==> src/rtl/core/tkc_pkg.sv <==
// Shared types and codes for the triple-key CAM with masked delete.
package tkc_pkg;

  localparam int CAPACITY_DEF = 64;
  localparam int KEY_W        = 16;
  localparam int COUNT_W      = 7;

  localparam logic [1:0] OP_ADD   = 2'd0;
  localparam logic [1:0] OP_DEL   = 2'd1;
  localparam logic [1:0] OP_QUERY = 2'd2;
  localparam logic [1:0] OP_CLEAR = 2'd3;

  localparam logic [1:0] ST_OK     = 2'd0;
  localparam logic [1:0] ST_DUP    = 2'd1;
  localparam logic [1:0] ST_FULL   = 2'd2;
  localparam logic [1:0] ST_ABSENT = 2'd3;

  typedef struct packed {
    logic [1:0]       op;
    logic [KEY_W-1:0] key_a;
    logic [KEY_W-1:0] key_b;
    logic [KEY_W-1:0] key_c;
    logic             any_a;
    logic             any_b;
    logic             any_c;
  } in_req_t;

  typedef struct packed {
    logic               success;
    logic [1:0]         status;
    logic [COUNT_W-1:0] entry_count;
  } out_res_t;

  // Sweep token handed from cell to cell.
  typedef struct packed {
    logic act;
    logic dup;
    logic free;
  } wave_t;

  // Broadcast from the controller to every cell at the end of a request.
  typedef struct packed {
    logic fin;
    logic ins;
    logic clr;
  } bcast_t;

  typedef enum logic [1:0] {
    S_IDLE,
    S_LAUNCH,
    S_RUN,
    S_FINISH
  } state_t;

endpackage

==> src/rtl/core/tkc_cell.sv <==
// One table slot: stored triple, valid bit and one stage of the sweep chain.
module tkc_cell #(
  parameter int CNT_W = 7
) (
  input  logic             clk,
  input  logic             rst_n,
  input  tkc_pkg::in_req_t req,
  input  tkc_pkg::bcast_t  bc,
  input  tkc_pkg::wave_t   wave_in,
  input  logic [CNT_W-1:0] cnt_in,
  output tkc_pkg::wave_t   wave_out,
  output logic [CNT_W-1:0] cnt_out
);
  import tkc_pkg::*;

  logic [3*KEY_W-1:0] key_r;
  logic               valid_r;
  logic               cand_r;
  wave_t              wave_r;
  logic [CNT_W-1:0]   cnt_r;

  logic [3*KEY_W-1:0] req_key;
  logic               exact;
  logic               m_hit;
  logic               drop;
  logic               keep;

  always_comb begin
    req_key = {req.key_a, req.key_b, req.key_c};
    exact   = valid_r && (key_r == req_key);
    m_hit   = valid_r &&
              (req.any_a || (key_r[3*KEY_W-1:2*KEY_W] == req.key_a)) &&
              (req.any_b || (key_r[2*KEY_W-1:KEY_W]   == req.key_b)) &&
              (req.any_c || (key_r[KEY_W-1:0]         == req.key_c));
    drop    = wave_in.act && (req.op == OP_DEL) && m_hit;
    keep    = valid_r && !drop;
  end

  always_ff @(posedge clk) begin
    if (!rst_n) begin
      valid_r <= 1'b0;
      cand_r  <= 1'b0;
      wave_r  <= '0;
    end else begin
      priority if (bc.clr) begin
        valid_r <= 1'b0;
      end else if (bc.ins && cand_r) begin
        valid_r <= 1'b1;
      end else if (drop) begin
        valid_r <= 1'b0;
      end else begin
        valid_r <= valid_r;
      end

      // Mark the lowest free slot; the insert waits for the duplicate verdict.
      priority if (bc.fin) begin
        cand_r <= 1'b0;
      end else if (wave_in.act) begin
        cand_r <= (req.op == OP_ADD) && !valid_r && !wave_in.free;
      end else begin
        cand_r <= cand_r;
      end

      wave_r.act  <= wave_in.act;
      wave_r.dup  <= wave_in.dup | exact;
      wave_r.free <= wave_in.free | !valid_r;
    end
  end

  always_ff @(posedge clk) begin
    cnt_r <= cnt_in + CNT_W'(keep);
    if (bc.ins && cand_r) begin
      key_r <= req_key;
    end
  end

  assign wave_out = wave_r;
  assign cnt_out  = cnt_r;

endmodule

==> src/rtl/core/triple_key_cam_wildcard_delete.sv <==
// Triple-key CAM top level: request control and the chain of table cells.
//
// Usage: present a request on in_req and raise start; it is taken at a rising
// edge where start is high and busy is low. in_req.op selects add, masked
// delete, query or clear. Every request returns one result on out_res,
// marked by out_valid for exactly one cycle; the receiver cannot stall it.
//
// Add, delete and query send a token down the row of CAPACITY cells, one
// cell per cycle. Each cell compares its stored triple, drops itself on a
// delete hit, marks itself as the insert slot if it is the first free one,
// and adds its valid bit, as left after any drop, into a running count.
// After the token leaves the last cell the controller decides the insert
// and registers the result. Add, delete and query pass through the launch,
// run and finish states; clear goes straight to finish. The result strobe
// follows the finish state. A new request can be taken in the cycle the
// result is shown, and not while one is still running.
// Reset empties the table (all valid bits cleared) at once; no clearing
// pass is needed and the block is ready in the cycle after reset.
module triple_key_cam_wildcard_delete #(
  parameter int CAPACITY = tkc_pkg::CAPACITY_DEF
) (
  input  logic              clk,
  input  logic              rst_n,
  input  logic              start,
  output logic              busy,
  input  tkc_pkg::in_req_t  in_req,
  output logic              out_valid,
  output tkc_pkg::out_res_t out_res
);
  import tkc_pkg::*;

  localparam int CNT_W = $clog2(CAPACITY + 1);

  state_t           state_r, state_nxt;
  in_req_t          req_r;
  logic             dup_r;
  logic             free_r;
  logic [CNT_W-1:0] cnt_r;
  logic             out_valid_r;
  out_res_t         out_res_r, res_nxt;
  bcast_t           bc;

  wave_t            wv [CAPACITY+1];
  logic [CNT_W-1:0] cv [CAPACITY+1];

  assign wv[0].act  = (state_r == S_LAUNCH);
  assign wv[0].dup  = 1'b0;
  assign wv[0].free = 1'b0;
  assign cv[0]      = '0;

  for (genvar g = 0; g < CAPACITY; g++) begin : g_cell
    tkc_cell #(
      .CNT_W(CNT_W)
    ) u_cell (
      .clk     (clk),
      .rst_n   (rst_n),
      .req     (req_r),
      .bc      (bc),
      .wave_in (wv[g]),
      .cnt_in  (cv[g]),
      .wave_out(wv[g+1]),
      .cnt_out (cv[g+1])
    );
  end

  always_comb begin
    state_nxt = state_r;
    bc        = '0;
    res_nxt   = '{success: 1'b1, status: ST_OK, entry_count: COUNT_W'(cnt_r)};
    unique case (state_r)
      S_IDLE: begin
        if (start) begin
          state_nxt = (in_req.op == OP_CLEAR) ? S_FINISH : S_LAUNCH;
        end
      end
      S_LAUNCH: begin
        state_nxt = S_RUN;
      end
      S_RUN: begin
        if (wv[CAPACITY].act) begin
          state_nxt = S_FINISH;
        end
      end
      S_FINISH: begin
        state_nxt = S_IDLE;
        bc.fin    = 1'b1;
        bc.ins    = (req_r.op == OP_ADD) && !dup_r && free_r;
        bc.clr    = (req_r.op == OP_CLEAR);
      end
      default: state_nxt = S_IDLE;
    endcase

    unique case (req_r.op)
      OP_ADD: begin
        priority if (dup_r) begin
          res_nxt.success = 1'b0;
          res_nxt.status  = ST_DUP;
        end else if (!free_r) begin
          res_nxt.success = 1'b0;
          res_nxt.status  = ST_FULL;
        end else begin
          res_nxt.entry_count = COUNT_W'(cnt_r + CNT_W'(1));
        end
      end
      OP_QUERY: begin
        if (!dup_r) begin
          res_nxt.success = 1'b0;
          res_nxt.status  = ST_ABSENT;
        end
      end
      OP_CLEAR: begin
        res_nxt.entry_count = '0;
      end
      default: ;
    endcase
  end

  always_ff @(posedge clk) begin
    if (!rst_n) begin
      state_r     <= S_IDLE;
      out_valid_r <= 1'b0;
    end else begin
      state_r     <= state_nxt;
      out_valid_r <= (state_r == S_FINISH);
    end
  end

  always_ff @(posedge clk) begin
    if (state_r == S_IDLE && start) begin
      req_r <= in_req;
    end
    // Hold the sweep totals as the token leaves the last cell.
    if (state_r == S_RUN && wv[CAPACITY].act) begin
      dup_r  <= wv[CAPACITY].dup;
      free_r <= wv[CAPACITY].free;
      cnt_r  <= cv[CAPACITY];
    end
    if (state_r == S_FINISH) begin
      out_res_r <= res_nxt;
    end
  end

  assign busy      = (state_r != S_IDLE);
  assign out_valid = out_valid_r;
  assign out_res   = out_res_r;

endmodule

==> config.mk <==
export PLATFORM = sky130hd
export DESIGN_NAME = triple_key_cam_wildcard_delete
export DESIGN_NICKNAME = d
export VERILOG_FILES = /design/src/rtl/core/tkc_pkg.sv /design/src/rtl/core/tkc_cell.sv /design/src/rtl/core/triple_key_cam_wildcard_delete.sv
export SDC_FILE = /design/constraint.sdc
export NUM_CORES = 2
export LEC_CHECK = 0
export CAP_MARGIN = 20
export CORE_MARGIN = 3
export CORE_UTILIZATION = 40
export CTS_BUF_LIST = sky130_fd_sc_hd__clkbuf_8
export CTS_CLUSTER_DIAMETER = 80
export DETAILED_ROUTE_END_ITERATION = 12
export DONT_BUFFER_PORTS = 1
export GPL_TIMING_DRIVEN = 0
export SYNTH_ARGS = -nofsm -noshare
export SYNTH_HDL_FRONTEND = slang
export SYNTH_HIERARCHICAL = 1
export SYNTH_SLANG_ARGS = --single-unit
==> constraint.sdc <==
create_clock -name clk -period 14.5 [get_ports clk]
set_input_delay 0.725 -clock clk [delete_from_list [all_inputs] [get_ports clk]]
set_output_delay 0.725 -clock clk [all_outputs]
set_load 0.01 [all_outputs]
==> metrics.txt <==
Rel. slew slack 0.0936; Most used DFF post-synth edfxtp_1; Sw Share 0.280; Syn Inst Count 9816; Avg Cell Area, Syn 16.0 sq um; # Post-CTS Setup Buffers 0; routed vias 88200; IO buf count 0; YS warnings 6; sequential area share after synthesis 0.698; CP Launch Point req_r[51]; clock tree buffer depth 4; Post-synth ARST share 0; largest net degree at the start of global routing 249; post-CTS sizing 0; global-route wire length before repair 592 mm; PnR Total Power 27.7 mW; antenna violations before repair 9; outcome finished, final reports clean; nets 11300; register area 110000 sq um; area of the multi-input gates 47400 sq um; final setup violation count 0; CP Capture Type flip-flop; Die ar. 401000 sq um; I/O pin cnt 68; most area-hungry cell type in the Yosys netlist edfxtp_1; hpwl dp 282 mm; R2R depth 18; Finished Layout Cells 16900; Initial Util 0.403; Rows 229; RSZ-0062 raised after global routing false; mapped cell area 157000 sq um; Antenna Violating Nets Remaining 0; Reg clk slew, reported paths 0.06 ns; Yosys reg bits 3915; root buf cell clkbuf_8; Max Clk Rate 195 MHz; Die Ht 633 microns; Fill cells 32100; gr ovfl total 0; largest stage delay on the critical path 0.70 ns; Synth top area share 0.600; Setup TNS 0 ns; CP arrival 6.25 ns; Final min period 5.13 ns; Avg WL per Cell 23.8 microns; Leakage 61.0 nW; synth top area cells edfxtp_1 60%, xnor2_1 18%, dfxtp_1 9.8%; Worst-Skew Late Latency 1.19 ns; Power Density 144 nW/um^2; part of the cycle the worst path needs 0.354; vias in the first global route 91400; maxcap violations 0; worst-path cell chain buf_16 > buf_16 > buf_16 > buf_12 > buf_8 > buf_16 > inv_1 > ha_1 > clkbuf_1 > nand2_1 > nor2_4 > buf_12 > buf_12 > and2_2 > buf_12 > nor2_1 > nor3b_1 > o41a_1; EDFF count, synth 3144; First-pass DRT Iterations 6; crit-path max FO 30; Area Growth Syn to Fin 22.4%; Total Routed Length 401 mm; CP max-delay cell edfxtp_1; hold crit path type primary input to flip-flop; post-cts hold buffer count 56; commonest non-fill, non-tap cell in the layout xnor2_1; Crit Path Class flip-flop to flip-flop; Remaining DRCs 0; Least-Margin Pin Slew 1.36 ns; Fin. Hold Viols 0; dpl ws 9.42 ns; final-report max-slew violation count 0; total CTS buffers 621; Startpoint Class flip-flop; Clk pwr share 0.321; RR Startpoint req_r[51]; setup ws final 9.37 ns; Critical Path Sink g_cell[0].u_cell/valid_r; end of the worst register-to-register path g_cell[0].u_cell/valid_r; worst vdd ir 0.000101 V; Placer Congestion 0.736; combinational share of power 0.215; die width 633 microns; CTS tree yes; Distinct cells, synth 37; internal power 20.0 mW; Initial DRC Count 6929; layout cells sized above 1 0.144; Worst Skew 0.0737 ns; Tot GR Track Use 0.197; sequential share of power 0.464; WP data required 15.61 ns; placed cells 15700; most frequent cells in the layout 3298 x xnor2_1, 3144 x edfxtp_1, 771 x dfxtp_1, 770 x nand4_1, 678 x clkbuf_8; clk sinks 3915; Min Hold Slack 0.164 ns; htree depth 6; R2R Setup Slk 9.37 ns; core region area 391000 sq um; DR vias/cell 5.24; Psw 7.77 mW
[cell usage after synthesis, drive strengths merged, types with 2 or more instances]
cell and instances:
a21boi 64, a21oi 7, a22o 2, a41oi 64
and2 132, and3 83, dfxtp 771, edfxtp 3144
ha 137, inv 70, mux2 2, mux2i 64
nand2 15, nand3 226, nand3b 65, nand4 770
nor2 145, nor2b 68, nor3b 128, nor4 256
o21ai 6, o22ai 64, o311a 2, o31a 64
o41a 64, or3 4, xnor2 3298, xor2 94
[registers in the layout, summed over array words and instances, names as in the netlist]
| signal | count |
|---|---|
| g_cell.u_cell/key_r | 3072 |
| g_cell.u_cell/cnt_out | 448 |
| g_cell.u_cell/wave_out | 192 |
| g_cell.u_cell/cand_r | 64 |
| g_cell.u_cell/valid_r | 64 |
| req_r | 53 |
| out_res | 10 |
| cnt_r | 7 |
| state_r | 2 |
| dup_r | 1 |
| free_r | 1 |
| out_valid | 1 |
[logic make-up after synthesis]
family	share of synthesized area
AO/OA/AOI/OAI	0.0186
adder cells (fa/ha/maj)	0.0109
other	0.0000238
AND/OR/NAND/NOR	0.0777
multiplexers	0.00421
XOR/XNOR	0.189
flip-flops	0.698
buffers and inverters	0.00169
[layout make-up]
class	count	area share
flip-flops and latches	3915	0.570
multi-input cells	5849	0.246
repair buffers	674	0.0868
clock buffers	678	0.0485
well taps	5197	0.0338
clock inverters	464	0.0129
inverters	70	0.00136
diodes	6	0.0000780
plain buffers	1	0.0000195
[critical path: cells and delay by family, from the launching register on]
family / cells / cell delay, ns
flops: 1 / 0.70
compound gates: 1 / 0.19
buf+inv: 11 / 2.32
simple gates: 5 / 1.55
fa+ha+maj: 1 / 0.15
[power groups by stage]
| stage | registers, mW | logic, mW | clock network (mW) |
|---|---|---|---|
| finish | 12.9 | 5.97 | 8.90 |
| global route | 12.9 | 6.27 | 9.67 |
| CTS | 12.9 | 6.02 | 9.15 |
| detailed placement | 13.1 | 5.97 | 0 |
| global placement | 15.5 | 2.55 | 0 |
| floorplan | 13.9 | 1.90 | 0 |
[through the flow]
| stage | util | instance area [sq um] |
|---|---|---|
| 6_report | 0.493 | 193000 |
| 3_5_place_dp | 0.461 | 180000 |
| 5_1_grt | 0.493 | 193000 |
| 4_1_cts | 0.493 | 193000 |
| 2_1_floorplan | - | 157000 |
| 3_3_place_gp | 0.420 | 164000 |
[worst min-delay path by stage]
stage	from	end	slack, ns	depth (start not counted)
floorplan	g_cell[63].u_cell/cnt_out[0]	cnt_r[0]	0.39	0
global placement	g_cell[63].u_cell/cnt_out[0]	cnt_r[0]	0.39	0
detailed placement	g_cell[63].u_cell/wave_out[1]	dup_r	0.39	0
CTS	in_req[2]	req_r[2]	0.01	1
global route	in_req[11]	req_r[11]	0.07	1
finish	in_req[11]	req_r[11]	0.16	1
[metal layers]
metal	GRT usage	share of wire	up-vias
met4	0.0623	0.029	0
met1	0.272	0.44	45400
met5	0	0	-
met3	0.0266	0.054	717
met2	0.321	0.47	2693
li1	-	-	39500
(Power assumes the default switching activity.)
